<file path="config.mk">
export PLATFORM = sky130hd
export DESIGN_NAME = url_percent_decoder
export DESIGN_NICKNAME = d
export VERILOG_FILES = /design/src/url_dec_pkg.sv /design/src/url_dec_core.sv /design/src/url_percent_decoder.sv
export SDC_FILE = /design/constraint.sdc
export NUM_CORES = 1
export LEC_CHECK = 0
export BUFFER_PORTS_ARGS = -buffer_cell sky130_fd_sc_hd__buf_2
export CORE_ASPECT_RATIO = 1.2
export CORE_MARGIN = 5
export CORE_UTILIZATION = 55
export CTS_CLUSTER_DIAMETER = 60
export DETAILED_ROUTE_END_ITERATION = 8
export PLACE_DENSITY = 0.84
export RECOVER_POWER = 25
export SYNTH_ARGS = -nofsm -noshare
export SYNTH_HDL_FRONTEND = slang
export SYNTH_SLANG_ARGS = --single-unit
export TNS_END_PERCENT = 30
</file>
<file path="constraint.sdc">
create_clock -name clk -period 3.8 [get_ports clk]
set_input_delay 0.57 -clock clk [delete_from_list [all_inputs] [get_ports clk]]
set_output_delay 0.57 -clock clk [all_outputs]
set_load 0.02 [all_outputs]
</file>
<file path="src/url_dec_pkg.sv">
package url_dec_pkg;

    localparam logic [7:0] CHAR_PERCENT = 8'h25;
    localparam logic [7:0] CHAR_ZERO    = 8'h30;
    localparam logic [7:0] CHAR_NINE    = 8'h39;
    localparam logic [7:0] CHAR_UA      = 8'h41;
    localparam logic [7:0] CHAR_UF      = 8'h46;
    localparam logic [7:0] CHAR_LA      = 8'h61;
    localparam logic [7:0] CHAR_LF_HEX  = 8'h66;
    localparam logic [7:0] CHAR_CR      = 8'h0d;
    localparam logic [7:0] CHAR_NL      = 8'h0a;
    localparam logic [7:0] CHAR_NUL     = 8'h00;
    localparam logic [7:0] CHAR_SPACE   = 8'h20;

    typedef enum logic [2:0] {
        PH_IDLE   = 3'b001,
        PH_DIGIT1 = 3'b010,
        PH_DIGIT2 = 3'b100
    } phase_t;

    typedef struct packed {
        phase_t     phase;
        logic [3:0] upper_nibble;
        logic       error_seen;
    } dec_state_t;

    typedef struct packed {
        logic       emit;
        logic [7:0] out_byte;
        logic       byte_valid;
        logic       path_error;
        logic       out_last;
    } dec_result_t;

    localparam dec_state_t STATE_RESET = '{
        phase:        PH_IDLE,
        upper_nibble: 4'h0,
        error_seen:   1'b0
    };

    // bit 4 set: not a hex digit
    function automatic logic [4:0] hex_value(input logic [7:0] b);
        logic [4:0] v;
        begin
            v = 5'h10;
            if (b >= CHAR_ZERO && b <= CHAR_NINE)
            begin
                v = {1'b0, 4'(b - CHAR_ZERO)};
            end
            else if (b >= CHAR_UA && b <= CHAR_UF)
            begin
                v = {1'b0, 4'(b - CHAR_UA + 8'd10)};
            end
            else if (b >= CHAR_LA && b <= CHAR_LF_HEX)
            begin
                v = {1'b0, 4'(b - CHAR_LA + 8'd10)};
            end
            return v;
        end
    endfunction

endpackage

</file>
<file path="src/url_dec_core.sv">
module url_dec_core (
    input  url_dec_pkg::dec_state_t  state,
    input  logic [7:0]               in_byte,
    input  logic                     in_last,
    output url_dec_pkg::dec_state_t  state_next,
    output url_dec_pkg::dec_result_t result
);

    logic [4:0] digit;
    logic [7:0] val;
    logic       have;
    url_dec_pkg::dec_state_t st;

    assign digit = url_dec_pkg::hex_value(in_byte);

    always_comb
    begin
        st   = state;
        val  = 8'h00;
        have = 1'b0;
        if (!state.error_seen)
        begin
            unique case (state.phase)
                url_dec_pkg::PH_DIGIT1:
                begin
                    if (digit[4])
                    begin
                        st.error_seen = 1'b1;
                    end
                    else
                    begin
                        st.upper_nibble = digit[3:0];
                        st.phase        = url_dec_pkg::PH_DIGIT2;
                    end
                end
                url_dec_pkg::PH_DIGIT2:
                begin
                    if (digit[4])
                    begin
                        st.error_seen = 1'b1;
                    end
                    else
                    begin
                        val             = {state.upper_nibble, digit[3:0]};
                        st.phase        = url_dec_pkg::PH_IDLE;
                        st.upper_nibble = 4'h0;
                        if (val == url_dec_pkg::CHAR_CR || val == url_dec_pkg::CHAR_NL ||
                            val == url_dec_pkg::CHAR_NUL || val == url_dec_pkg::CHAR_SPACE)
                        begin
                            st.error_seen = 1'b1;
                        end
                        else
                        begin
                            have = 1'b1;
                        end
                    end
                end
                default:
                begin
                    st.phase = url_dec_pkg::PH_IDLE;
                    if (in_byte == url_dec_pkg::CHAR_PERCENT)
                    begin
                        st.phase = url_dec_pkg::PH_DIGIT1;
                    end
                    else
                    begin
                        val  = in_byte;
                        have = 1'b1;
                    end
                end
            endcase
            if (in_last && st.phase != url_dec_pkg::PH_IDLE)
            begin
                st.error_seen = 1'b1;
            end
        end
    end

    always_comb
    begin
        result.out_byte   = (st.error_seen) ? 8'h00 : val;
        result.byte_valid = have && !st.error_seen;
        result.path_error = in_last && st.error_seen;
        result.out_last   = in_last;
        result.emit       = in_last || (have && !st.error_seen);
        state_next        = in_last ? url_dec_pkg::STATE_RESET : st;
    end

endmodule

</file>
<file path="src/url_percent_decoder.sv">
// Streaming percent decoder for URL path bytes. One byte is taken per clock
// on the in_valid/in_stall channel and at most one decoded word leaves per
// clock on out_valid/out_stall; the sustained rate is one byte per cycle
// while out_stall stays low. Each byte is held in the input register, then
// decoded into the output register. A '%' and its first hex digit give no
// word; the second digit gives the decoded byte. A bad digit,
// an escape cut off by in_last, or an escape that decodes to CR, LF, NUL or
// space marks the path in error and drops its remaining bytes. The byte with
// in_last always gives one word with out_last set and path_error telling
// whether the path was malformed; decoder state then returns to its reset value.
module url_percent_decoder (
    input  logic       clk,
    input  logic       rst_n,
    input  logic       in_valid,
    output logic       in_stall,
    input  logic [7:0] in_byte,
    input  logic       in_last,
    output logic       out_valid,
    input  logic       out_stall,
    output logic [7:0] out_byte,
    output logic       byte_valid,
    output logic       path_error,
    output logic       out_last
);

    logic                      s1_valid_reg;
    logic                      s1_valid_next;
    logic [7:0]                s1_byte_reg;
    logic                      s1_last_reg;
    url_dec_pkg::dec_state_t   state_reg;
    url_dec_pkg::dec_state_t   state_next;
    url_dec_pkg::dec_result_t  result;
    url_dec_pkg::dec_result_t  out_reg;
    logic                      out_valid_reg;
    logic                      out_valid_next;
    logic                      s1_adv;
    logic                      in_take;

    url_dec_core u_core (
        .state      (state_reg),
        .in_byte    (s1_byte_reg),
        .in_last    (s1_last_reg),
        .state_next (state_next),
        .result     (result)
    );

    assign s1_adv   = s1_valid_reg && (!out_valid_reg || !out_stall);
    assign in_stall = s1_valid_reg && !s1_adv;
    assign in_take  = in_valid && !in_stall;

    always_comb
    begin
        s1_valid_next = s1_valid_reg;
        if (in_take)
        begin
            s1_valid_next = 1'b1;
        end
        else if (s1_adv)
        begin
            s1_valid_next = 1'b0;
        end
        out_valid_next = out_valid_reg;
        if (s1_adv)
        begin
            out_valid_next = result.emit;
        end
        else if (!out_stall)
        begin
            out_valid_next = 1'b0;
        end
    end

    always_ff @(posedge clk or negedge rst_n)
    begin
        if (!rst_n)
        begin
            s1_valid_reg  <= 1'b0;
            out_valid_reg <= 1'b0;
            state_reg     <= url_dec_pkg::STATE_RESET;
        end
        else
        begin
            s1_valid_reg  <= s1_valid_next;
            out_valid_reg <= out_valid_next;
            if (s1_adv)
            begin
                state_reg <= state_next;
            end
        end
    end

    // payload: hold while stalled
    always_ff @(posedge clk)
    begin
        if (in_take)
        begin
            s1_byte_reg <= in_byte;
            s1_last_reg <= in_last;
        end
        if (s1_adv && result.emit)
        begin
            out_reg <= result;
        end
    end

    assign out_valid  = out_valid_reg;
    assign out_byte   = out_reg.out_byte;
    assign byte_valid = out_reg.byte_valid;
    assign path_error = out_reg.path_error;
    assign out_last   = out_reg.out_last;

endmodule

</file>
==> summary.md <==
| Metric | Value |
|---|---|
| Port Buf Inserts | 25 |
| Initial antenna violation count | 0 |
| Max-slew violation count | 0 |
| CORE AREA | about 2800 µm² |
| Critical path class | flop to flop |
| Share of layout cells above drive strength 1 | 25.3% |
| DR pass1 iterations | 4 |
| Critical Path, Cell by Cell | inv_1 > ha_1 > o21bai_1 > a21oi_2 > o31ai_1 > a32o_1 > o211ai_2 > nor2_1 > o21ai_0 > buf_4 |
| RSZ-0062 raised after global routing | no |
| Post-synth ARST share | approximately 33% |
| Library cells used by synthesis | 47 |
| Total of max-cap violations | 0 |
| Area after DPL | roughly 1800 µm² |
| Critical Path Start Type | flop |
| Final worst path period need | between 2000 and 3000 ps |
| Clock Sink Count | 30 |
| DR vias/cell | 6.15 |
| Syn_area_per_cell | ~11 µm² |
| Vias in the first global route | 1257 |
| CP max-delay cell | edfxtp_1 |
| Die X-Extent | just under 60 µm |
| Cell taking the most area after synthesis | edfxtp_1 |
| H-tree levels | 2 |
| # setup viols final | 0 |
| DIE HEIGHT | ~70 µm |
| Most common cell after layout, fill and taps aside | buf_2 |
| Yosys warnings | 0 |
| Detail Route Antenna Nets | 0 |
| Synth-to-Final Area Change | 14.3% |
| Relative slew margins | 62.2% |
| Power Dens Cells | roughly 380 nW/µm² |
| Final core occ | 65.5% |
| Inserted Clock Buffers | 5 |
| Place WS | approximately 890 ps |
| Critical Path Fanout Max | 11 |
| Lkg Pwr | around 0.73 nW |
| Rows | 21 |
| Post-Syn Area | roughly 1600 µm² |
| Clk root buf | clkbuf_4 |
| Skew-Pair Late Insertion Delay | 330 ps |
| Nets | between 150 and 200 |
| WP data arrival | between 3000 and 4000 ps |
| GPL Wtd Cong | roughly 0.95 |
| WL/cell | approximately 16 µm |
| WP buf/inv | 2 |
| Remaining DRCs | 0 |
| # Post-CTS Setup Buffers | 0 |
| Achievable frequency | between 300 and 400 MHz |
| Register area share after synthesis | a little over half |
| Final worst path period share | about four fifths |
| Critical path's top delay family | compound AO/OA/AOI/OAI gates |
| HP Class | primary input to async pin |
| Largest net degree at the start of global routing | 12 |
| Grt ovf | 0 |
| Post-Route WL | 3.26 mm |
| Synth Flop Type | edfxtp_1 |
| Setup TNS Final | 0 ps |
| Fin area | about 1800 µm² |
| Total global-route track usage | 18.3% |
| Most frequent cells in the layout | 24 x buf_2, 20 x nor2_1, 20 x edfxtp_1 |
| First-pass GRT wire length | between 5 and 6 mm |
| Die Area | ~4100 µm² |
| Clock Path Buffers | 2 |
| Status | complete, no violations |
| DP Cell Count | 200 |
| CTS tree | yes |
| VDD IR max | about 0.00033 V |
| Worst-Margin Slew | around 560 ps |
| Hold buffers post-CTS | 0 |
| Final HPWL DP | roughly 2.5 mm |
| Synth top area cells | edfxtp_1 38%, dfrtp_1 14%, nor2_1 4.7% |
| DR iter-0 viols | 102 |
| Post-Syn Nets | around 160 |
| Worst hold slack | between 150 and 200 ps |
| Vias | roughly 1300 |
| #FFs+latches synth | 30 |
| Clock Pin Slew Worst Setup and Hold Paths | roughly 90 ps |
| Layout Skew | 4.30 ps |
| PostCTS Resize Cnt | 0 |
| Critical Path Sink Type | flop |
| Starting Density | 57.4% |
| Antenna cells | 0 |
| Yosys top cell area share | between 30 and 40% |
| Max incr delay on CP | roughly 530 ps |
| Worst Setup Slack, final | between 800 and 900 ps |
| Cells after Synth | between 100 and 150 |
| Post-synth EDFFs | 20 |
| Final hold viol count | 0 |
| I/O pin count | 26 |
| Worst Path Required | roughly 3800 ps |
| Overall power | 0.691 mW |
| Final Instance Count excl. Fillers | approximately 210 |
==> cell families after synthesis <==
| kind of cell | Yosys count | share of synthesized area [%] |
|---|---|---|
| AND/OR/NAND/NOR | 48 | 15.2 |
| AO/OA/AOI/OAI | 47 | 23.5 |
| flip-flops | 30 | 53.3 |
| buffers and inverters | 10 | 2.90 |
| multiplexers | 4 | 2.74 |
| adder cells (fa/ha/maj) | 3 | 2.35 |
==> power breakdown <==
part           total, mW  switching (mW)  internal (mW)
registers          0.384          0.0125          0.371
clock network      0.216           0.103          0.113
logic             0.0914          0.0581         0.0333
==> per-layer routing <==
metal	wire, µm	part of all wire (%)	vias up	GRT usage [%]
li1	-	-	607	-
met1	1240	38	597	21.6
met2	1600	49	63	29.4
met3	320	9.8	12	5.97
met4	97	3.0	0	8.31
met5	0	0	-	0
==> area by class of cell <==
type | instances | area [µm²]
clock buffer | 8 | 70.1
fill | 246 | 960
inverter | 8 | 30.0
multi-input combinational | 102 | 699
sequential | 30 | 852
tap | 34 | 42.5
timing repair buffer | 26 | 131
==> cells in the mapped netlist (2+ instances only) <==
library cell,count
edfxtp_1,20
nor2_1,20
a22oi_1,9
dfrtp_1,9
inv_1,8
o21ai_0,8
nand2_1,7
a21oi_1,4
nand2b_1,4
nor3_1,4
and2_1,3
ha_1,3
mux2_2,3
a21o_1,2
a22o_1,2
nand3_1,2
nand3b_1,2
o21a_1,2
o31ai_1,2
==> path summary, 6_finish.rpt <==
path	start	to	slack, ps	cells after the start
worst max-delay path	s1_byte_reg[1]	out_byte[6]	830	10
worst min-delay path	rst_n	state_reg[6]	190	1
worst max register to register	s1_byte_reg[1]	out_byte[6]	830	10
worst min register to register	state_reg[5]	state_reg[5]	530	2
max in group asynchronous	rst_n	state_reg[5]	3250	1
min in group clk	in_byte[1]	s1_byte_reg[1]	410	1
==> worst register-to-register path, delay by kind of cell (launching register included) <==
kind | cells | cell delay [ps]
AOI/OAI and AO/OA | 6 | 1420
and+or+nand+nor | 1 | 110
adders and majority gates | 1 | 250
buffers and inverters | 2 | 380
DFF | 1 | 530
(Power assumes the default switching activity.)
